--- src/rtl/dmc_ram.sv ---
// Generic single-write, single-read RAM with registered read data.
module dmc_ram #(
    parameter int WIDTH = 8,
    parameter int DEPTH = 16
) (
    input  logic                                   i_clk,
    input  logic                                   i_we,
    input  logic [((DEPTH > 1) ? $clog2(DEPTH) : 1)-1:0] i_waddr,
    input  logic [WIDTH-1:0]                       i_wdata,
    input  logic [((DEPTH > 1) ? $clog2(DEPTH) : 1)-1:0] i_raddr,
    output logic [WIDTH-1:0]                       o_rdata
);

    logic [WIDTH-1:0] r_mem [DEPTH];
    logic [WIDTH-1:0] r_rdata;

    always_ff @(posedge i_clk) begin
        if (i_we) begin
            r_mem[i_waddr] <= i_wdata;
        end
        r_rdata <= r_mem[i_raddr];
    end

    assign o_rdata = r_rdata;

endmodule

--- config.mk ---
export PLATFORM = sky130hd
export DESIGN_NAME = dmc_ram
export DESIGN_NICKNAME = d
export VERILOG_FILES = /design/src/rtl/dmc_ram.sv
export SDC_FILE = /design/constraint.sdc
export NUM_CORES = 1
export LEC_CHECK = 0
export BUFFER_PORTS_ARGS = -buffer_cell sky130_fd_sc_hd__buf_2
export CORE_MARGIN = 2
export CORE_UTILIZATION = 55
export CTS_CLUSTER_DIAMETER = 60
export DETAILED_ROUTE_END_ITERATION = 12
export PLACE_DENSITY = 0.73
export SYNTH_ARGS = -nofsm -noshare
export SYNTH_HDL_FRONTEND = slang
export SYNTH_SLANG_ARGS = --single-unit
--- constraint.sdc ---
create_clock -name i_clk -period 1.9 [get_ports i_clk]
set_input_delay 0.095 -clock i_clk [delete_from_list [all_inputs] [get_ports i_clk]]
set_output_delay 0.095 -clock i_clk [all_outputs]
set_load 0.005 [all_outputs]
After elaboration in Yosys (flattened, before gate mapping)
Memories as Yosys holds them, arrays and structs flattened. A register that Yosys moved wholly into a read port is not among the register bits.
Cells that the tools add are included.
{ "word_totals": {"regBits": 0, "ram_bits": 128, "in_bits": 18, "out_inout_bits": 8, "n_memories": 1} }
{ "mem_list": {"columns": ["memory", "depth", "word_bits", "rd", "rd_ports_with_merged_regs", "wr", "line", "rtl"], "rows": [
  ["r_mem", 16, 8, 1, 1, 1, "14", "logic [WIDTH-1:0] r_mem [DEPTH];"]
]} }
{ "op_classes": {"n_mux": 2} }
{ "op_table": {"columns": ["op", "count"], "rows": [
  ["$mux W1", 2]
]} }

Depth between registers and ports, before layout
Gate-level depths: netlist of run 1.
{ "depth": {"word_depth": 2, "ltp_mapped": 5, "ltp_nobuf": 3} }

Worst setup path before layout of run 1
OpenSTA, ideal clock, no wires.
{ "synth_path": {"path_type": "input to register", "start": "input port i_waddr[2] (netlist name)", "end": "memory r_mem[0][0], enable pin", "setup_time_ps": 383, "arrival_time_ps": 1205, "t_required_ps": 1517, "slack_ps": 312, "cell_stages": 2, "path_cell_list": "or3b_2 -> nor3_1"} }
{ "synth_rtl": {"columns": ["element", "line", "rtl"], "rows": [
  ["from (decl)", "8", "input logic [((DEPTH > 1) ? $clog2(DEPTH) : 1)-1:0] i_waddr,"],
  ["to (decl)", "14", null]
]} }
Straight into the memory's write port.

==> results of run 1 <==
-- what timing repair did --
item | in CTS | in global routing
endpoints found under the hold margin | 128 | 0
setup endpoints to repair | 0 | 0
hold buffers | 8 | 0
resized for setup | 0 | 0
-- where the power goes --
| group | internal [mW] | switching (mW) |
|---|---|---|
| Combinational | 0.145 | 0.172 |
| Clock | 2.19 | 1.18 |
| Sequential | 3.35 | 0.0241 |
-- kinds of logic after synthesis --
logic type | Yosys count
DFF | 136
and+or+nand+nor | 35
buffers and inverters | 10
muxes | 32
AOI/OAI and AO/OA | 16
-- routing by layer --
layer	global-route usage [%]	share of wire [%]	up-vias
li1	-	-	1096
met1	28.3	42	1259
met2	33.3	51	85
met3	6.38	4.8	16
met4	11.3	2.7	0
met5	0	0	-
-- worst register-to-register path, cell delays in order, from the launching register on --
cell and delay (ns):
edfxtp_1 0.37, mux4_1 0.53, a22oi_1 0.31, nand2_1 0.09
-- cell type report --
type	instances	share of cell area, %
clock buffers	20	7.19
clock inverters	12	2.81
multi-input cells	83	17.1
repair buffers	52	6.02
well taps	111	2.24
flip-flops and latches	136	64.7
-- per-stage QoR --
stage | std cells | power [mW]
after global routing | 414 | 7.27
after detailed placement | 374 | 3.75
final | 414 | 7.07
after floorplan | 229 | 3.60
after CTS | 414 | 7.10
after global placement | 374 | 3.73
-- registers in the layout, indices dropped and copies added, names as in the netlist --
signal   cells
r_mem      128
o_rdata      8
-- Yosys cell counts (all sizes together) --
| cell | n | share of area [%] |
|---|---|---|
| buf | 7 | 1.1 |
| nand3 | 1 | 0.097 |
| clkdlybuf4s25 | 3 | 0.58 |
| nand3b | 2 | 0.29 |
| dfxtp | 8 | 3.1 |
| nor2 | 13 | 0.95 |
| or3b | 1 | 0.17 |
| mux4 | 32 | 15 |
| and2 | 1 | 0.12 |
| and2b | 1 | 0.15 |
| nor3 | 4 | 0.39 |
| nor2b | 1 | 0.12 |
| a22oi | 16 | 2.3 |
| nand2 | 9 | 0.66 |
| nand2b | 2 | 0.24 |
| edfxtp | 128 | 75 |
-- worst paths after layout --
path	start	endpoint	slack (ns)	depth (start not counted)
worst max register to register	r_mem[1][3]	o_rdata[3]	0.49	3
worst min-delay path	i_raddr[2]	o_rdata[3]	0.11	4
worst max-delay path	r_mem[1][3]	o_rdata[3]	0.49	3
worst min register to register	r_mem[15][5]	o_rdata[5]	0.67	3
==> out/summary.txt, run 1 <==
Outcome = complete, no violations
Per-cell routed wire length = 23.5 um
WP buf/inv = 0
Total gr overflow = 0
Worst Path Required = 2.30 ns
Final nets = 308
Commonest non-fill, non-tap cell in the layout = edfxtp_1
Max VDD drop = 0.545 mV
Die extent in x = 101 um
Antenna viol nets, final = 0
Kind of critical path = register to register
Finished Core Util = 67.7%
Area of the core = 9150 um2
Cells after Synth = 229
Share of cells above drive strength 1 = 31.0%
Max_slew headroom = 62.7%
DRT Pass-1 Iters = 4
Via density = 5.93
Synth Area in Compound Gates = 2.33%
Antenna violations before repair = 0
Slowest-stage cell, CP = mux4_1
Postcts setup bufs = 0
Setup slack after layout = 0.492 ns
Endpoints failing hold = 0
Synth Area in XOR/XNOR = 0%
Syn Nets = 247
P&R area growth vs syn = 20.3%
Sequential area share after synthesis = 77.8%
Vias in the first global route = 2597
Synth cell types = 19
CP top delay family = multiplexers
CP peak stage delay = 0.52 ns
RSZ-0062 raised after global routing = no
Setup_tns = 0 ns
Pwr Density = 1140 nW/um2
Depth of the CTS H-tree = 4
Root buffer selected by CTS = clkbuf_8
CP Max Fanout = 1
Final Setup Violations = 0
Crit-path cells = mux4_1, a22oi_1, nand2_1
Fin crit period = 1.41 ns
DR DRC count = 0
Die Y = 101 um
I/O pin count = 26
Synthesis Warnings = 0
IO buf count = 25
# rows = 35
First-pass GRT wire length = 15.1 mm
Vias after detailed routing = 2456
Area of the multi-input gates = 1060 um2
DP HPWL = 5.92 mm
Post-synthesis simple-gate area fraction = 3.18%
# diodes = 0
Tightest Pin Transition = 0.558 ns
Max-slew violations = 0
Worst Setup Start Kind = register
GPL Wtd Cong = 0.803
Post-Place Setup Slack = 0.309 ns
Max Buffers Root-to-Sink = 2
Crit path DAT = 1.81 ns
Max-cap viol count = 0
Adder-Cell Fraction of Synth Area = 0%
Gr usage total = 21.6%
Clk slew on worst S/H paths = 0.06 ns
Number of fill cells = 565
Mapped Avg Cell Area = 22.5 um2
Max frequency = 710 MHz
#FFs+latches synth = 136
Routed wire length = 9.74 mm
Largest family of logic cells by synthesized area = multiplexers
Final Cell Area = 6190 um2
CTS tree = done
Hold Slack = 0.115 ns
Initial DRC Count = 150
Worst-Skew Late Latency = 0.52 ns
Critical Path Sink Type = register
Post-Syn Area = 5150 um2
Hold Path Class = primary input to register
Sequential cell area = 4000 um2
DIE AREA = 10100 um2
Clk_skew = 0.00597 ns
Mux cell area share after synthesis = 15.0%
Leak = 2.13 nW
Most frequent cells in the layout = edfxtp_1 (128), buf_2 (25), mux4_2 (18), buf_4 (17)
Period utilisation layout = 74.1%
Total CTS buffers = 17
# clock sinks = 136
Largest net degree at the start of global routing = 33
Placed Area = 5490 um2
Initial Util = 56.2%
Power figures use the tool's default switching activity.
==> run 2: changes to the inputs <==
--- a/config.mk
+++ b/config.mk
@@ -5,12 +5,13 @@
 export SDC_FILE = /design/constraint.sdc
 export NUM_CORES = 1
 export LEC_CHECK = 0
+export ABC_AREA = 1
 export BUFFER_PORTS_ARGS = -buffer_cell sky130_fd_sc_hd__buf_2
 export CORE_MARGIN = 2
 export CORE_UTILIZATION = 55
 export CTS_CLUSTER_DIAMETER = 60
 export DETAILED_ROUTE_END_ITERATION = 12
-export PLACE_DENSITY = 0.73
+export PLACE_DENSITY = 0.72
 export SYNTH_ARGS = -nofsm -noshare
 export SYNTH_HDL_FRONTEND = slang
 export SYNTH_SLANG_ARGS = --single-unit
==> constraint.sdc (replaced) <==
create_clock -name i_clk -period 1.44 [get_ports i_clk]
set_input_delay 0.072 -clock i_clk [delete_from_list [all_inputs] [get_ports i_clk]]
set_output_delay 0.072 -clock i_clk [all_outputs]
set_load 0.005 [all_outputs]
==> run 2 against run 1 <==
- wire length increased by 32%
- setup slack got worse by 0.13 ns
- area after synthesis increased by 12%
- via count increased by 60%
- critical endpoint is now o_rdata[4]
- largest cell class unchanged
- largest power group is now clock
==> out/summary.txt, run 2 <==
Clk_skew = 0.00679 ns (+0.000820 ns)
Tightest Pin Transition = 0.381 ns (-0.177 ns)
# rows = 37 (+5.7%)
Async set-reset flop share out of synthesis = 0% (unchanged)
DRT Pass-1 Iters = 5 (+1)
Final Total Pwr = 9.57 mW (+35%)
# diodes = 0 (unchanged)
Max VDD drop = 0.810 mV (+49%)
Period utilisation layout = 74.6%
Die extent in x = 106 um (+5.6%)
Cells after Synth = 551 (+140%)
Die Y = 106 um (+5.6%)
Critical Path Sink Type = output port
CP top delay family = flip-flops
Total gr overflow = 0 (unchanged)
Worst Setup Start Kind = register
Leak = 3.00 nW (+41%)
#FFs+latches synth = 136 (unchanged)
Final nets = 626 (+100%)
Share of cells above drive strength 1 = 13.5% (-17 points)
Power Internal = 7.58 mW (+33%)
Fin crit period = 1.07 ns
Syn Nets = 569 (+130%)
CP Max Fanout = 1 (unchanged)
Net Sw Frac = 20.8% (+1.3 points)
Largest register FFs = 128 (unchanged)
Final cell count without fillers = 756 (+83%)
Largest reg by FF count = r_mem
Slowest-stage cell, CP = dfxtp_1
First-pass GRT wire length = 20.1 mm (+33%)
Antenna viol nets, final = 0 (unchanged)
Worst Path Required = 1.37 ns (-0.93 ns)
Max-cap viol count = 0 (unchanged)
Max Buffers Root-to-Sink = 2 (unchanged)
Placed cells = 715 (+91%)
Largest net degree at the start of global routing = 65 (+97%)
Root buffer selected by CTS = clkbuf_8
Max_slew headroom = 74.6% (+12 points)
Outcome = complete, no violations
Switching power = 1.99 mW (+45%)
Top cells by area, synth = edfxtp_1 (67%), nand2_1 (11%), nand3_1 (8.4%)
Number of fill cells = 795 (+41%)
Setup_tns = 0 ns (unchanged)
Postcts setup bufs = 0 (unchanged)
Vias after detailed routing = 3936 (+60%)
Finished Core Util = 67.0% (-0.66 points)
Crit path DAT = 1.00 ns (-0.81 ns)
Per-cell routed wire length = 17.1 um (-28%)
I/O pin count = 26 (unchanged)
DP HPWL = 7.79 mm (+32%)
P&R area growth vs syn = 18.9%
EDFF count, synth = 128 (unchanged)
Share of the synthesized area in the top cell type = 66.7% (-8.0 points)
Antenna violations before repair = 0 (unchanged)
Clk pwr share = 47.5% (-0.2 points)
Worst-Skew Late Latency = 0.53 ns (about the same)
IO buf count = 25 (unchanged)
Total CTS buffers = 17 (unchanged)
CTS tree = done
Sequential Power Share = 46.5% (-1.3 points)
DIE AREA = 11300 um2 (+12%)
Gr usage total = 24.6% (+2.9 points)
Logic pwr share = 6.0% (+1.5 points)
Hold Slack = 0.0370 ns (-0.0780 ns)
Hold Path Class = primary input to register
Kind of critical path = register to output port
Area of the core = 10200 um2 (+12%)
Clk slew on worst S/H paths = 0.06 ns (about the same)
Initial Util = 56.4% (+0.12 points)
Final Setup Violations = 0 (unchanged)
# clock sinks = 136 (unchanged)
Mapped Avg Cell Area = 10.5 um2 (-53%)
Most frequent cells in the layout = nand2_1 (173), edfxtp_1 (128), inv_1 (100), nand3_1 (96), buf_2 (25)
Routed wire length = 12.9 mm (+32%)
Crit-path cells = buf_2
RSZ-0062 raised after global routing = no
Commonest non-fill, non-tap cell in the layout = nand2_1
Vias in the first global route = 3862 (+49%)
Initial DRC Count = 298 (+99%)
Via density = 5.21 (-12%)
Pwr Density = 1400 nW/um2 (+22%)
Commonest cells post-synth = nand2_1 (173), edfxtp_1 (128), inv_1 (100)
Most frequent cell after synthesis = nand2_1
Synth cell types = 12 (-7)
Endpoints failing hold = 0 (unchanged)
Sequential area share after synthesis = 69.4% (-8.4 points)
Max frequency = 931 MHz
Post-Syn Area = 5770 um2 (+12%)
Most used DFF post-synth = edfxtp_1
CP peak stage delay = 0.35 ns (-0.17 ns)
Depth of the CTS H-tree = 4 (unchanged)
Max-slew violations = 0 (unchanged)
WP buf/inv = 1 (+1)
GPL Wtd Cong = 0.836 (+4.0%)
Leading area contributor after synthesis = edfxtp_1
DR DRC count = 0 (unchanged)
Synthesis Warnings = 0 (unchanged)
==> run 2: changes by cell type after synthesis, moves of 2 or more <==
cell,previous run,this run
a22oi_1,16,0
mux4_2,18,0
inv_1,0,100
buf_6,3,6
nor3_1,4,0
buf_2,3,13
nand2b_1,2,0
nand3_1,1,97
inv_2,0,2
nand2_1,9,173
clkdlybuf4s25_2,3,0
nor2_1,13,17
buf_4,1,4
mux4_1,14,0
==> run 2: final timing paths <==
kind,start,end,slack (ns),cells after the start
max,o_rdata[4],o_rdata[4],0.37,1
min,i_we,r_mem[0][0],0.04,3
max reg2reg,r_mem[1][3],o_rdata[3],0.38,6
min reg2reg,r_mem[10][7],o_rdata[7],0.67,6
==> run 2: cell type report <==
cell class	instances	area [um2]	share of cell area [%]
multi-input combinational	289	1220	17.8
clock inverter	13	204	2.98
sequential	136	4000	58.4
clock buffer	18	418	6.10
tap	136	170	2.48
timing repair buffer	62	457	6.66
inverter	102	383	5.59
==> run 2: cells by family (layout without fill, tap and decap cells) <==
logic type    after synthesis  after routing  share of synthesized area, %
buf+inv                   126            195                          9.52
flops                     136            136                          69.4
simple gates              289            289                          21.0
==> run 2: routing by layer <==
| layer | share of wire [%] | wire length, um | global-route usage, % | vias up |
|---|---|---|---|---|
| li1 | - | - | - | 1881 |
| met1 | 40 | 5120 | 31.8 | 1877 |
| met2 | 50 | 6390 | 38.4 | 151 |
| met3 | 7.4 | 950 | 6.81 | 27 |
| met4 | 3.4 | 435 | 12.1 | 0 |
| met5 | 0 | 0 | 0 | - |
==> run 2: timing repair <==
action,CTS,global route
resized for setup,0,2
setup endpoints to repair,0,1
hold buffers,11,0
endpoints found under the hold margin,123,0
==> run 2: power groups by stage <==
stage	Clock [mW]	Sequential, mW	Combinational (mW)
global route	4.73	4.46	0.634
finish	4.55	4.45	0.571
CTS	4.57	4.45	0.574
floorplan	0	4.53	0.312
detailed placement	0	4.54	0.545
global placement	0	4.53	0.532
==> run 2: worst reg2reg max path, stage by stage, from the launching register on <==
cell and delay, ns:
edfxtp_1 0.36, inv_1 0.08, nand2_1 0.06, nand3_1 0.09, nand3_1 0.13, nand3_1 0.16, nand2_1 0.08
==> run 2: metrics by stage <==
step | area (um2) | setup slack (ns)
final | 6850 | 0.366
after global routing | 6850 | 0.307
after CTS | 6860 | 0.0391
after detailed placement | 6120 | 0.195
after global placement | 6120 | 0.212
after floorplan | 5770 | 0.417
==> run 3: changes to the inputs <==
--- a/config.mk
+++ b/config.mk
@@ -5,13 +5,13 @@
 export SDC_FILE = /design/constraint.sdc
 export NUM_CORES = 1
 export LEC_CHECK = 0
-export ABC_AREA = 1
+export ABC_AREA = 0
 export BUFFER_PORTS_ARGS = -buffer_cell sky130_fd_sc_hd__buf_2
 export CORE_MARGIN = 2
 export CORE_UTILIZATION = 55
 export CTS_CLUSTER_DIAMETER = 60
 export DETAILED_ROUTE_END_ITERATION = 12
-export PLACE_DENSITY = 0.72
+export PLACE_DENSITY = 0.73
 export SYNTH_ARGS = -nofsm -noshare
 export SYNTH_HDL_FRONTEND = slang
 export SYNTH_SLANG_ARGS = --single-unit
==> constraint.sdc (replaced) <==
create_clock -name i_clk -period 1 [get_ports i_clk]
set_input_delay 0.05 -clock i_clk [delete_from_list [all_inputs] [get_ports i_clk]]
set_output_delay 0.05 -clock i_clk [all_outputs]
set_load 0.005 [all_outputs]
==> run 3 against run 2 <==
- the run now ends with negative setup slack left
- clock-buffer cell count increased by 2
- critical path depth increased by 2
- wire length decreased by 25%
- clock power increased by 34%
- sequential share of layout area increased by 4.0 points
- hold slack improved by 0.081 ns
- cell count decreased by 43%
- combinational power increased by 24%
- final area decreased by 6.2%
- first-iteration DRC count decreased by 62%
- register-to-register slack got worse by 0.72 ns
- global-route usage decreased by 3.0 points
- largest cell class unchanged
==> out/summary.txt, run 3 (synthesis results as in run 1) <==
Outcome = finished, violations left
Failing checks = negative setup slack
Postcts setup bufs = 0 (unchanged)
Initial DRC Count = 112 (-62%)
Routed wire length = 9.69 mm (-25%)
Critical Path Sink Type = register
DIE AREA = 10100 um2 (-10%)
Commonest non-fill, non-tap cell in the layout = edfxtp_1
I/O pin count = 26 (unchanged)
DP HPWL = 6.36 mm (-18%)
Die extent in x = 101 um (-5.3%)
Worst Path Required = 1.40 ns (+0.03 ns)
Area of the core = 9150 um2 (-11%)
Worst hold start = i_raddr[3]
Final nets = 323 (-48%)
Placed cells = 389 (-46%)
# diodes = 0 (unchanged)
Antenna viol nets, final = 0 (unchanged)
Max-cap viol count = 0 (unchanged)
Vias in the first global route = 2628 (-32%)
Max VDD drop = 1.19 mV (+47%)
Worst-Skew Late Latency = 0.53 ns (about the same)
Endpoints failing hold = 0 (unchanged)
Final Total Pwr = 13.2 mW (+38%)
Max frequency = 749 MHz
Total CTS buffers = 17 (unchanged)
P&R area growth vs syn = 24.9%
Vias after detailed routing = 2501 (-36%)
CP Max Fanout = 1 (unchanged)
Setup_tns = -2.26 ns (-2.26 ns)
Total gr overflow = 0 (unchanged)
Final cell count without fillers = 429 (-43%)
First-pass GRT wire length = 15.2 mm (-25%)
Pwr Density = 2060 nW/um2 (+47%)
Per-cell routed wire length = 22.6 um (+32%)
Max_slew headroom = 46.5% (-28 points)
Fin crit period = 1.34 ns
Clk slew on worst S/H paths = 0.06 ns (about the same)
IO buf count = 25 (unchanged)
Hold Path Class = primary input to register
# clock sinks = 136 (unchanged)
Gr usage total = 21.5% (-3.0 points)
GPL Wtd Cong = 0.823 (-1.5%)
Depth of the CTS H-tree = 4 (unchanged)
Largest net degree at the start of global routing = 20 (-69%)
Largest register FFs = 128 (unchanged)
DRT Pass-1 Iters = 4 (-1)
CTS tree = done
Crit path DAT = 1.73 ns (+0.73 ns)
Setup slack after layout = -0.335 ns (-0.701 ns)
Via density = 5.83 (+12%)
Most frequent cells in the layout = edfxtp_1 (128), mux4_2 (29), buf_4 (25), buf_2 (22), clkbuf_16 (16)
Reg2reg end = o_rdata[2]
Placed Area = 5720 um2 (-6.7%)
Kind of critical path = register to register
Post-Place Setup Slack = -0.431 ns (-0.626 ns)
Hold EP = o_rdata[4]
Leak = 2.19 nW (-27%)
Period utilisation layout = 134%
Final Cell Area = 6430 um2 (-6.2%)
Hold Slack = 0.118 ns (+0.0815 ns)
Die Y = 101 um (-5.3%)
Max-slew violations = 0 (unchanged)
Finished Core Util = 70.2% (+3.2 points)
Clk_skew = 0.0158 ns (+0.00905 ns)
Share of cells above drive strength 1 = 44.0% (+30 points)
Worst reg2reg setup slack = -0.34 ns (-0.72 ns)
Largest reg by FF count = r_mem
Initial Util = 56.2% (-0.12 points)
Tightest Pin Transition = 0.799 ns (+0.418 ns)
Worst Setup Start Kind = register
Critical register-to-register path startpoint = r_mem[3][2]
WHS Path Cells = 4 (+1)
Final Setup Violations = 12 (+12)
Root buffer selected by CTS = clkbuf_8
Worst r2r path cells = 3 (-3)
RSZ-0062 raised after global routing = yes
DR DRC count = 0 (unchanged)
# rows = 35 (-5.4%)
Antenna violations before repair = 0 (unchanged)
Max Buffers Root-to-Sink = 2 (unchanged)
[run 3: changes by cell type in the layout (fill, tap and decap cells not counted), sizes merged, moves of 2 or more]
cell,change
nand3,-96
nor2,-4
bufinv,-2
nand2b,+2
nor3,+4
nand2,-164
buf,+7
mux4,+32
dlygate4sd3,-2
a22oi,+16
clkbuf,+2
inv,-102
[run 3: repair_timing]
item,CTS,global route
resized for setup,6,5
hold buffers,8,0
setup endpoints to repair,14,16
endpoints found under the hold margin,128,0
[run 3: critical path, cell delays in order (launching register included)]
cell and delay [ns]:
edfxtp_1 0.40, mux4_2 0.52, a22oi_2 0.20, nand2_1 0.09
[run 3: metal layers]
| layer | up-vias | track usage (%) | part of all wire, % |
|---|---|---|---|
| met1 | 1301 | 29.3 | 44 |
| met5 | - | 0 | 0 |
| met2 | 75 | 34.3 | 50 |
| li1 | 1114 | - | - |
| met4 | 0 | 7.90 | 1.5 |
| met3 | 11 | 5.48 | 4.7 |
[run 3: layout make-up]
class	count	area, um2
Sequential cell	136	4010
Timing Repair Buffer	67	592
Clock inverter	12	153
Fill cell	582	2730
Clock buffer	20	435
Tap cell	111	139
Multi-Input combinational cell	83	1100
[run 3: worst max-delay path by stage]
stage                startpoint          to  slack [ns]  cells past startpoint
floorplan            i_raddr[0]  o_rdata[1]       -0.16                      5
global placement     i_raddr[0]  o_rdata[4]       -0.43                      5
detailed placement   i_raddr[0]  o_rdata[6]       -0.43                      5
CTS                 r_mem[3][2]  o_rdata[2]       -0.33                      3
global route        r_mem[3][2]  o_rdata[2]       -0.37                      3
finish              r_mem[3][2]  o_rdata[2]       -0.34                      3
[run 3: power by group]
group	leakage (nW)	internal (mW)	total [mW]	switching, mW
Combinational	0.686	0.346	0.706	0.360
Sequential	1.22	6.38	6.42	0.0446
Clock	0.277	3.85	6.10	2.25
